### src/hw/rtl/dbl_pkg.sv
// shared types and constants for the button debouncer with long-press detection
// no dependencies
`timescale 1ns / 1ps
`default_nettype none

package dbl_pkg;

  localparam int COUNT_W    = 8;
  localparam int HOLD_W     = 16;
  localparam int PIN_W      = 3;
  localparam int CFG_IDX_W  = 3;
  localparam int CFG_DATA_W = 16;
  localparam int IN_DATA_W  = 8;
  localparam int OUT_DATA_W = 8;

  // register indexes on the configuration port
  localparam logic [CFG_IDX_W-1:0] REG_COUNT_MAX      = 3'd0;
  localparam logic [CFG_IDX_W-1:0] REG_RISE_THRESHOLD = 3'd1;
  localparam logic [CFG_IDX_W-1:0] REG_FALL_THRESHOLD = 3'd2;
  localparam logic [CFG_IDX_W-1:0] REG_HOLD_MAX       = 3'd3;
  localparam logic [CFG_IDX_W-1:0] REG_HOLD_THRESHOLD = 3'd4;

  // reset values of the registers
  localparam logic [COUNT_W-1:0] COUNT_MAX_RST      = 8'd20;
  localparam logic [COUNT_W-1:0] RISE_THRESHOLD_RST = 8'd16;
  localparam logic [COUNT_W-1:0] FALL_THRESHOLD_RST = 8'd4;
  localparam logic [HOLD_W-1:0]  HOLD_MAX_RST       = 16'd1500;
  localparam logic [HOLD_W-1:0]  HOLD_THRESHOLD_RST = 16'd1496;

  // beat kinds carried on tuser
  localparam logic KIND_TICK = 1'b0;
  localparam logic KIND_INIT = 1'b1;

  typedef logic [PIN_W-1:0] pin_idx_t;

  typedef struct packed {
    logic [COUNT_W-1:0] count_max;
    logic [COUNT_W-1:0] rise_threshold;
    logic [COUNT_W-1:0] fall_threshold;
    logic [HOLD_W-1:0]  hold_max;
    logic [HOLD_W-1:0]  hold_threshold;
  } cfg_t;

  // per-pin state word kept in the state memory
  typedef struct packed {
    logic [HOLD_W-1:0]  hold;
    logic               level;
    logic [COUNT_W-1:0] count;
  } pin_state_t;

endpackage

`default_nettype wire

### src/hw/rtl/button_debounce_long_press_top.sv
// top level of the integrating debouncer with long-press detection
// depends on dbl_pkg, dbl_cfg_regs, dbl_state_mem
`timescale 1ns / 1ps
`default_nettype none

// Integrating debouncer for PIN_COUNT pins with hysteresis and long-low
// detection. Each input beat is one sample (tuser 0) or an initialize
// command (tuser 1) for one pin and gives exactly one result beat. The block
// takes one beat per clock unless the output stalls: the pin state sits in
// a memory with a registered read, the read is issued at acceptance and the
// updated state is written back as the beat leaves the update stage, with a
// bypass when two beats in a row address the same pin. The result is then
// registered on the output and the next beat is taken while it waits. State
// starts at zero after reset through per-entry valid flags, with no clearing
// pass. The user must write configuration only while idle; it is not enforced.
module button_debounce_long_press_top #(
  parameter int PIN_COUNT = 8
) (
  input  wire logic                             clk,
  input  wire logic                             rst,
  input  wire logic                             s_axis_tvalid,
  output logic                                  s_axis_tready,
  // [2:0] pin_index, [3] level, [7:4] zero
  input  wire logic [dbl_pkg::IN_DATA_W-1:0]    s_axis_tdata,
  // [0] kind
  input  wire logic                             s_axis_tuser,
  output logic                                  m_axis_tvalid,
  input  wire logic                             m_axis_tready,
  // [2:0] pin_index_res, [3] debounced_level, [4] rising_event,
  // [5] falling_event, [6] long_press_event, [7] zero
  output logic [dbl_pkg::OUT_DATA_W-1:0]        m_axis_tdata,
  input  wire logic                             cfg_we,
  input  wire logic [dbl_pkg::CFG_IDX_W-1:0]    cfg_index,
  input  wire logic [dbl_pkg::CFG_DATA_W-1:0]   cfg_data
);
  import dbl_pkg::*;

  localparam int AW    = (PIN_COUNT > 1) ? $clog2(PIN_COUNT) : 1;
  localparam int EXT_W = 9;

  cfg_t cfg;

  dbl_cfg_regs u_cfg (
    .clk       (clk),
    .rst       (rst),
    .cfg_we    (cfg_we),
    .cfg_index (cfg_index),
    .cfg_data  (cfg_data),
    .cfg       (cfg)
  );

  // input decode
  pin_idx_t         in_pin;
  logic [EXT_W-1:0] in_pin_ext;
  logic [AW-1:0]    in_addr;
  logic             in_in_range;
  logic             accept;
  logic             advance;

  assign in_pin      = s_axis_tdata[PIN_W-1:0];
  assign in_pin_ext  = {{(EXT_W-PIN_W){1'b0}}, in_pin};
  assign in_addr     = in_pin_ext[AW-1:0];
  assign in_in_range = in_pin_ext < EXT_W'(PIN_COUNT);

  // update stage registers
  logic          s1_valid;
  logic          s1_kind;
  pin_idx_t      s1_pin;
  logic          s1_level;
  logic          s1_in_range;
  logic [AW-1:0] s1_addr;
  logic          s1_bypass;
  pin_state_t    s1_bypass_data;

  pin_state_t rd_data;
  pin_state_t cur;
  pin_state_t upd;
  logic       wr_en;
  logic       rise;
  logic       fall;
  logic       longp;

  assign advance       = !m_axis_tvalid || m_axis_tready;
  assign s_axis_tready = !s1_valid || advance;
  assign accept        = s_axis_tvalid && s_axis_tready;
  assign wr_en         = s1_valid && advance && s1_in_range;

  dbl_state_mem #(
    .DEPTH (PIN_COUNT),
    .AW    (AW)
  ) u_mem (
    .clk     (clk),
    .rst     (rst),
    .rd_en   (accept),
    .rd_addr (in_addr),
    .rd_data (rd_data),
    .wr_en   (wr_en),
    .wr_addr (s1_addr),
    .wr_data (upd)
  );

  always_ff @(posedge clk) begin
    if (rst) begin
      s1_valid <= 1'b0;
    end else if (accept) begin
      s1_valid <= 1'b1;
    end else if (advance) begin
      s1_valid <= 1'b0;
    end
  end

  // a write to the same pin on the read edge is caught here
  always_ff @(posedge clk) begin
    if (accept) begin
      s1_kind        <= s_axis_tuser;
      s1_pin         <= in_pin;
      s1_level       <= s_axis_tdata[PIN_W];
      s1_in_range    <= in_in_range;
      s1_addr        <= in_addr;
      s1_bypass      <= wr_en && (s1_addr == in_addr);
      s1_bypass_data <= upd;
    end
  end

  assign cur = s1_bypass ? s1_bypass_data : rd_data;

  logic [COUNT_W-1:0] count_step;
  logic [HOLD_W-1:0]  hold_step;

  always_comb begin
    upd        = cur;
    rise       = 1'b0;
    fall       = 1'b0;
    longp      = 1'b0;
    count_step = cur.count;
    hold_step  = cur.hold;
    if (s1_kind == KIND_INIT) begin
      upd.level = s1_level;
      upd.count = s1_level ? cfg.count_max : '0;
      upd.hold  = '0;
    end else if (s1_level) begin
      if (cur.count < cfg.count_max) begin
        count_step = cur.count + COUNT_W'(1);
      end
      upd.count = count_step;
      if (count_step == cfg.rise_threshold && !cur.level) begin
        upd.level = 1'b1;
        upd.hold  = '0;
        rise      = 1'b1;
      end
    end else begin
      if (cur.count != '0) begin
        count_step = cur.count - COUNT_W'(1);
      end
      upd.count = count_step;
      if (count_step == cfg.fall_threshold && cur.level) begin
        upd.level = 1'b0;
        fall      = 1'b1;
      end
      if (cur.hold < cfg.hold_max) begin
        hold_step = cur.hold + HOLD_W'(1);
      end
      upd.hold = hold_step;
      longp    = (hold_step == cfg.hold_threshold) && !upd.level;
    end
  end

  // output register
  always_ff @(posedge clk) begin
    if (rst) begin
      m_axis_tvalid <= 1'b0;
    end else if (advance) begin
      m_axis_tvalid <= s1_valid;
    end
  end

  always_ff @(posedge clk) begin
    if (advance && s1_valid) begin
      m_axis_tdata <= {1'b0,
                       longp & s1_in_range,
                       fall & s1_in_range,
                       rise & s1_in_range,
                       upd.level & s1_in_range,
                       s1_pin};
    end
  end

endmodule

`default_nettype wire

### src/hw/rtl/dbl_cfg_regs.sv
// configuration registers of the debouncer
// depends on dbl_pkg
`timescale 1ns / 1ps
`default_nettype none

module dbl_cfg_regs (
  input  wire logic                            clk,
  input  wire logic                            rst,
  input  wire logic                            cfg_we,
  input  wire logic [dbl_pkg::CFG_IDX_W-1:0]   cfg_index,
  input  wire logic [dbl_pkg::CFG_DATA_W-1:0]  cfg_data,
  output dbl_pkg::cfg_t                        cfg
);
  import dbl_pkg::*;

  always_ff @(posedge clk) begin
    if (rst) begin
      cfg.count_max      <= COUNT_MAX_RST;
      cfg.rise_threshold <= RISE_THRESHOLD_RST;
      cfg.fall_threshold <= FALL_THRESHOLD_RST;
      cfg.hold_max       <= HOLD_MAX_RST;
      cfg.hold_threshold <= HOLD_THRESHOLD_RST;
    end else if (cfg_we) begin
      case (cfg_index)
        REG_COUNT_MAX:      cfg.count_max      <= cfg_data[COUNT_W-1:0];
        REG_RISE_THRESHOLD: cfg.rise_threshold <= cfg_data[COUNT_W-1:0];
        REG_FALL_THRESHOLD: cfg.fall_threshold <= cfg_data[COUNT_W-1:0];
        REG_HOLD_MAX:       cfg.hold_max       <= cfg_data[HOLD_W-1:0];
        REG_HOLD_THRESHOLD: cfg.hold_threshold <= cfg_data[HOLD_W-1:0];
        default: ;
      endcase
    end
  end

endmodule

`default_nettype wire

### src/hw/rtl/dbl_state_mem.sv
// per-pin state memory: one write port, one registered read port
// entries never written read as zero through a valid flag per entry; depends on dbl_pkg
`timescale 1ns / 1ps
`default_nettype none

module dbl_state_mem #(
  parameter int DEPTH = 8,
  parameter int AW    = 3
) (
  input  wire logic          clk,
  input  wire logic          rst,
  input  wire logic          rd_en,
  input  wire logic [AW-1:0] rd_addr,
  output dbl_pkg::pin_state_t rd_data,
  input  wire logic          wr_en,
  input  wire logic [AW-1:0] wr_addr,
  input  wire dbl_pkg::pin_state_t wr_data
);
  import dbl_pkg::*;

  pin_state_t       mem [DEPTH];
  logic [DEPTH-1:0] entry_valid;
  pin_state_t       rd_q;
  logic             rd_valid;

  always_ff @(posedge clk) begin
    if (wr_en) begin
      mem[wr_addr] <= wr_data;
    end
    if (rd_en) begin
      rd_q <= mem[rd_addr];
    end
  end

  always_ff @(posedge clk) begin
    if (rst) begin
      entry_valid <= '0;
      rd_valid    <= 1'b0;
    end else begin
      if (wr_en) begin
        entry_valid[wr_addr] <= 1'b1;
      end
      if (rd_en) begin
        rd_valid <= entry_valid[rd_addr];
      end
    end
  end

  assign rd_data = rd_valid ? rd_q : '0;

endmodule

`default_nettype wire

### config.mk
export PLATFORM = sky130hd
export DESIGN_NAME = button_debounce_long_press_top
export DESIGN_NICKNAME = d
export VERILOG_FILES = /design/src/hw/rtl/dbl_pkg.sv /design/src/hw/rtl/button_debounce_long_press_top.sv /design/src/hw/rtl/dbl_cfg_regs.sv /design/src/hw/rtl/dbl_state_mem.sv
export SDC_FILE = /design/constraint.sdc
export NUM_CORES = 1
export LEC_CHECK = 0
export BUFFER_PORTS_ARGS = -buffer_cell sky130_fd_sc_hd__clkbuf_2
export CORE_MARGIN = 10
export CORE_UTILIZATION = 35
export DETAILED_ROUTE_END_ITERATION = 8
export SYNTH_ARGS = -nofsm -noshare
export SYNTH_HDL_FRONTEND = slang
export SYNTH_SLANG_ARGS = --single-unit
### constraint.sdc
create_clock -name clk -period 5.8 [get_ports clk]
set_input_delay 1.16 -clock clk [delete_from_list [all_inputs] [get_ports clk]]
set_output_delay 1.16 -clock clk [all_outputs]
set_load 0.05 [all_outputs]
==> summary.txt, run 1 <==
Worst Path Arrival: 5.22 ns
synthesized cell area: 0.0149 mm^2
Worst Path Required: 6.12 ns
footprint of the multi-input gates: 0.00524 mm^2
PwrDens: 313 mW/mm^2
worst skew pair latency: 0.52 ns
slowest CP cell: edfxtp_1
asr flop ratio synth: 0
max frequency: 204 MHz
GR Overflow Total: 0
Setup CP Type: register to register
Total GRT Usage: 0.133
Max rail drop VDD: 0.173 mV
Die Y: 226 um
IO buf count: 37
hold crit path type: register to register
post-synthesis net count: 1,181
filler cell count: 3,897
die area: 0.0511 mm^2
drt via density: 5.16
# nets final: 1,240
Synth Flop Type: edfxtp_1
YS warnings: 0
Iter 0 DRT Violations: 624
share of layout cells above drive strength 1: 0.188
DP HPWL: 22,000 um
Hold Path Cell Cnt: 2
Startpoint Class: register
CTS clk-pin slew, worst paths: 0.06 ns
GR Layer Usage met2: 0.218
sequential area share after synthesis: 0.622
row count: 75
Rel. slew slack: 0.192
Final Skew: 0.0209 ns
Worst Tran Pin Value: 1.20 ns
Die X: 226 um
Post-synth EDFFs: 263
post-cts resize count: 0
Worst Hold Path EP: u_cfg.cfg[27]$_SDFFE_PP0P_
Post-Route WL: 33,100 um
RePlAce Congestion: 0.824
drt pass-1 iters: 5
CTS Buffer Depth: 3
Syn Area/Cell: 13.2 um^2
Global Route met1 Usage: 0.175
vias in the first global route: 9,176
Syn-to-layout area delta: 13.8%
TritonCTS Buffers: 37
Critical Path, Cell by Cell: buf_4 > nand3b_1 > nand2_1 > inv_1 > ha_1 > nand3_1 > or2_2 > xnor2_1 > o311ai_0 > a41oi_1 > or4_1 > a2111oi_2
fin crit period: 4.90 ns
Reg-to-Reg End: m_axis_tdata[6]$_DFFE_PP_
RSZ-0062 raised after global routing: false
DRC: 0
Synth Register Bits: 330
Final Hold Viols: 0
number of max-cap violations: 0
Final WS setup: 0.897 ns
DP Worst Slack: 0.920 ns
number of cells produced by synthesis: 1,123
initial antenna violation count: 0
mean routed wirelength per cell: 19.0 um
CTS tree: yes
r2r setup slk: 0.90 ns
Core ar.: 0.0419 mm^2
hold_buf cts: 0
Slew Viols, Final: 0
met3 usage: 0.0235
Post-Place Cells: 1,682
post-route ant nets: 0
final std cells w/o fill: 1,744
setup TNS: 0 ns
reg2reg start: s1_bypass$_DFFE_PP_
final cycle utilization of the critical path: 0.845
Top Ports: 43
largest net degree at the start of global routing: 68
via count: 9,001
root buffer cell: clkbuf_16
most used routing layer: met2
first-pass GRT wire length: 53,100 um
library cells used by synthesis: 71
Layout Utilization: 0.403
# H-tree levels: 2
status: finished, final reports clean
Starting Density: 0.354
storage element area: 0.00924 mm^2
CP Capture Type: register
Final setup viols: 0
delay of the slowest cell on the worst path: 0.81 ns
worst-case reg-to-reg path depth: 12
Worst Path Max Fanout: 33
Min Hold Slack: 0.459 ns
# Post-CTS Setup Buffers: 0
CTS Sinks: 330
leakage power: 5.86 nW
hold wc startpoint: u_cfg.cfg[27]$_SDFFE_PP0P_
diodes inserted: 0
-- metal layers --
metal  wire [um]  share of wire
met2       15900           0.48
met3        1500          0.045
met4         761          0.023
met5           0              0
met1       15000           0.45
-- state kept, by name, indices dropped and copies added, names as in the netlist --
signal / cells
m_axis_tvalid: 1
s1_bypass_data: 25
s1_level: 1
s1_bypass: 1
s1_addr: 3
s1_valid: 1
m_axis_tdata: 7
u_mem.rd_q: 25
s1_kind: 1
u_mem.rd_valid: 1
u_mem.entry_valid: 8
u_cfg.cfg: 56
u_mem.mem: 200
-- worst max path at each step --
| stage | depth (start not counted) | slack, ns | end | startpoint |
|---|---|---|---|---|
| after floorplan | 17 | 1.13 | m_axis_tdata[6]$_DFFE_PP_ | s1_bypass$_DFFE_PP_ |
| after global placement | 12 | 0.99 | m_axis_tdata[6]$_DFFE_PP_ | s1_bypass$_DFFE_PP_ |
| after detailed placement | 11 | 0.92 | m_axis_tdata[6]$_DFFE_PP_ | s1_bypass$_DFFE_PP_ |
| after CTS | 11 | 0.91 | m_axis_tdata[6]$_DFFE_PP_ | s1_bypass$_DFFE_PP_ |
| after global routing | 11 | 0.52 | m_axis_tdata[6]$_DFFE_PP_ | s1_bypass$_DFFE_PP_ |
| final | 12 | 0.90 | m_axis_tdata[6]$_DFFE_PP_ | s1_bypass$_DFFE_PP_ |
-- area by class of cell --
type,instances,area share
clock buffer,45,0.0591
clock inverter,17,0.00703
inverter,48,0.0108
multi-input combinational,693,0.310
sequential,330,0.547
tap,539,0.0399
timing repair buffer,72,0.0267
-- layout by cell type, fill, tap and decap left out, types with 4 or more instances in the layout --
cell type,instances
edfxtp_1,263
nand2_1,177
dfxtp_1,67
a21oi_1,66
mux4_2,52
xnor2_1,48
inv_1,46
nor2_1,43
clkbuf_16,38
clkbuf_2,37
buf_4,36
nand3_1,28
mux2_2,26
o21ai_0,25
nand3b_1,25
ha_1,25
xor2_1,17
o32ai_1,15
nand4_1,10
nor3_1,10
and2_1,9
a22oi_1,9
clkinv_1,8
and3_1,8
nor4_1,7
nand4b_1,6
o211ai_1,5
nor2b_1,4
nand2b_1,4
or2_2,4
mux2i_1,4
nor3_2,4
clkbuf_1,4
-- critical path, delay by kind of cell, from the launching register on --
kind / cells / cell delay [ns]
fa+ha+maj: 1 / 0.18
buf+inv: 2 / 0.53
compound gates: 3 / 1.47
xor+xnor: 1 / 0.13
flops: 1 / 0.81
simple gates: 5 / 1.56
-- power by group --
part | switching, W | leakage, nW | internal, W | total (W)
clock | 0.000892 | 0.547 | 0.00127 | 0.00216
combinational | 0.000281 | 2.30 | 0.000173 | 0.000454
sequential | 0.0000386 | 3.02 | 0.00264 | 0.00268
total | 0.00121 | 5.86 | 0.00408 | 0.00529
-- cells in the mapped netlist, drive strengths merged (26+ instances only) --
cell type,n,area (um^2)
nand2,177,664
xnor2,48,420
clkbuf,38,143
nand3,28,140
inv,47,179
a21oi,66,330
mux4,52,1170
dfxtp,67,1340
mux2,26,293
nor2,46,173
edfxtp,263,7900
o21ai,28,140
-- stage by stage --
step	instance area (um^2)	power, W
2_1_floorplan	14900	0.00304
3_3_place_gp	15800	0.00317
3_5_place_dp	15800	0.00318
4_1_cts	16900	0.00535
5_1_grt	16900	0.00551
6_report	16900	0.00529
-- kinds of logic (layout without fill, tap and decap cells) --
family,Yosys count,after routing,share of synthesized area
AO/OA/AOI/OAI,163,163,0.0732
XOR/XNOR,66,66,0.0398
adder cells (fa/ha/maj),25,25,0.0211
buffers and inverters,100,182,0.0282
flip-flops,330,330,0.622
multiplexers,82,82,0.101
other,1,1,0.000252
AND/OR/NAND/NOR,356,356,0.114
Power figures use the tool's default switching activity.
==> run 2, diff against run 1 <==
- ABC_AREA: unset -> 1
- clock period: 5.8 -> 5.1 ns (I/O delays scaled with it)
==> run 2 against run 1 <==
Compared with the run above: clock power is 9.3% higher; die area is 1.3% higher; cell area is 0.53% lower.
==> summary.txt, run 2 <==
Hold Path Cell Cnt: 2
# nets final: 1,658
worst-case reg-to-reg path depth: 14
max frequency: 222 MHz
drt via density: 5.19
CTS tree: yes
DP HPWL: 23,900 um
Setup CP Type: register to register
mean routed wirelength per cell: 17.5 um
reg2reg start: u_mem.rd_valid$_SDFFE_PP0P_
Worst Hold Path EP: u_mem.entry_valid[6]$_SDFFE_PP0P_
Top Ports: 43
most common cell after layout, fill and taps aside: nand2_1
Iter 0 DRT Violations: 998
final cycle utilization of the critical path: 0.882
Slew Viols, Final: 0
Critical Path, Cell by Cell: nand2_1 > o21ai_4 > ha_1 > a21oi_1 > nand2_1 > nand2_1 > nand2_1 > nand2_1 > nand3_1 > nand2_1 > nand3_1 > nor2_1 > nand2_1 > a21boi_0
DRC: 0
Regs by FF count: u_mem.mem x200, u_cfg.cfg x56
Post-Place Cells: 2,102
leakage power: 6.41 nW
YS warnings: 0
Min Hold Slack: 0.463 ns
Worst Tran Pin Value: 1.24 ns
CTS clk-pin slew, worst paths: 0.06 ns
CP most frequent cell: nand2_1
Syn Area/Cell: 9.53 um^2
post-route ant nets: 0
number of max-cap violations: 0
# H-tree levels: 2
Final setup viols: 0
setup TNS: 0 ns
Synth Register Bits: 330
Core ar.: 0.0422 mm^2
final std cells w/o fill: 2,162
asr flop ratio synth: 0
row count: 75
Final Skew: 0.0111 ns
portion of total power attributed to sequential cells: 0.497
worst path bufs/invs: 0
top-count cell post-synth: nor2_1
Post-Route WL: 37,900 um
delay of the slowest cell on the worst path: 0.95 ns
Final Hold Viols: 0
diodes inserted: 0
status: finished, final reports clean
PwrDens: 367 mW/mm^2
drt pass-1 iters: 5
Startpoint Class: register
slowest CP cell: a21boi_0
Worst Path Required: 5.25 ns
largest cells by area after synthesis: edfxtp_1 (52%), dfxtp_1 (8.9%), nor2_1 (7.4%)
worst skew pair latency: 0.53 ns
GR Overflow Total: 0
Post-synth top cells: nor2_1 (296), nand2_1 (293), edfxtp_1 (263)
hold_buf cts: 0
vias in the first global route: 10,700
overall power: 0.00616 W
hold wc startpoint: u_mem.entry_valid[6]$_SDFFE_PP0P_
CTS Buffer Depth: 3
Biggest register: u_mem.mem
RSZ-0062 raised after global routing: false
Rel. slew slack: 0.164
Final WS setup: 0.600 ns
hold crit path type: register to register
CP top delay family: simple AND/OR/NAND/NOR gates
Worst Path Arrival: 4.65 ns
first-pass GRT wire length: 59,700 um
number of cells produced by synthesis: 1,581
largest net degree at the start of global routing: 105
Net Switching: 0.00161 W
Total GRT Usage: 0.147
Synth Flop Type: edfxtp_1
post-synthesis net count: 1,639
library cells used by synthesis: 41
IO buf count: 37
most frequent cells in the layout: nand2_1 (293), nor2_1 (290), edfxtp_1 (263), o21ai_0 (156), inv_1 (105)
share of layout cells above drive strength 1: 0.0813
Pint: 0.00455 W
synthesized cell area: 0.0151 mm^2
Worst Path Max Fanout: 18
# Post-CTS Setup Buffers: 0
Die Y: 227 um
root buffer cell: clkbuf_16
post-cts resize count: 0
top cell type's share of synthesized area: 0.524
Starting Density: 0.357
r2r setup slk: 0.60 ns
Clock power frac: 0.384
CP Capture Type: register
Max rail drop VDD: 0.195 mV
number of flip-flops in the largest register: 200
CTS Sinks: 330
Comb power frac: 0.119
initial antenna violation count: 0
die area: 0.0517 mm^2
fraction of power spent switching nets: 0.261
fin crit period: 4.50 ns
Syn-to-layout area delta: 11.6%
Die X: 227 um
dominant cell type by area after synthesis: edfxtp_1
DP Worst Slack: 0.632 ns
sequential area share after synthesis: 0.613
Reg-to-Reg End: u_mem.mem[0][8]$_DFFE_PP_
RePlAce Congestion: 0.912
TritonCTS Buffers: 35
Post-synth EDFFs: 263
via count: 11,200
==> run 2: changes by cell type after synthesis, moves of 24 or more <==
cell / previous run / this run
mux4_2: 52 / 0
xnor2_1: 48 / 3
mux2_2: 26 / 0
nand3_1: 28 / 99
nor2_1: 46 / 296
o21ai_0: 25 / 156
nand2_1: 177 / 293
o22ai_1: 2 / 26
inv_1: 46 / 107
==> run 2: kinds of logic after synthesis <==
family          count (synthesis)  synth area share
compound gates                288             0.106
flops                         330             0.613
other cells                     1          0.000249
buf+inv                       184            0.0492
simple gates                  736             0.201
xor+xnor                       17           0.00989
fa+ha+maj                      25            0.0208
==> run 2: worst max-delay path by stage <==
| stage | endpoint | start | depth (start not counted) | slack, ns |
|---|---|---|---|---|
| 3_3_place_gp | m_axis_tdata[6]$_DFFE_PP_ | u_mem.rd_valid$_SDFFE_PP0P_ | 21 | 0.72 |
| 6_report | u_mem.mem[0][8]$_DFFE_PP_ | u_mem.rd_valid$_SDFFE_PP0P_ | 14 | 0.60 |
| 4_1_cts | m_axis_tdata[6]$_DFFE_PP_ | u_mem.rd_valid$_SDFFE_PP0P_ | 20 | 0.60 |
| 3_5_place_dp | m_axis_tdata[6]$_DFFE_PP_ | u_mem.rd_valid$_SDFFE_PP0P_ | 20 | 0.63 |
| 2_1_floorplan | u_mem.mem[0][0]$_DFFE_PP_ | m_axis_tready | 6 | 1.49 |
| 5_1_grt | u_mem.mem[0][8]$_DFFE_PP_ | u_mem.rd_valid$_SDFFE_PP0P_ | 17 | 0.11 |
==> run 2: final cells by class <==
cell class                 instances  area, um^2
sequential                       330        9240
clock buffer                      41         898
timing repair buffer              56         330
fill                            4144       25400
multi-input combinational       1067        5110
clock inverter                    19         149
tap                              539         674
inverter                         110         413
==> run 2: tightest hold or removal path, cell delays in order, from the launching register on <==
cell and delay, ns:
dfxtp_1 0.32, nor2_1 0.05, nor2_1 0.07
==> run 2: metal layers <==
metal,share of wire,track usage,wire [um]
met5,0,0,0
met4,0.022,0.0443,817
met3,0.068,0.0228,2590
met2,0.44,0.224,16500
met1,0.47,0.212,18000
==> run 2: power by group through the flow <==
stage | clock [W] | sequential (W) | combinational (W)
after floorplan | 0 | 0.00312 | 0.000510
after global placement | 0 | 0.00312 | 0.000713
after detailed placement | 0 | 0.00312 | 0.000725
after CTS | 0.00241 | 0.00307 | 0.000728
after global routing | 0.00252 | 0.00307 | 0.000830
final | 0.00236 | 0.00307 | 0.000733
==> run 2: per-stage QoR <==
step | cell area (um^2) | utilization
final | 16800 | 0.398
after global routing | 16800 | 0.398
after CTS | 16800 | 0.398
after detailed placement | 15800 | 0.373
after global placement | 15800 | 0.373
after floorplan | 15100 | -
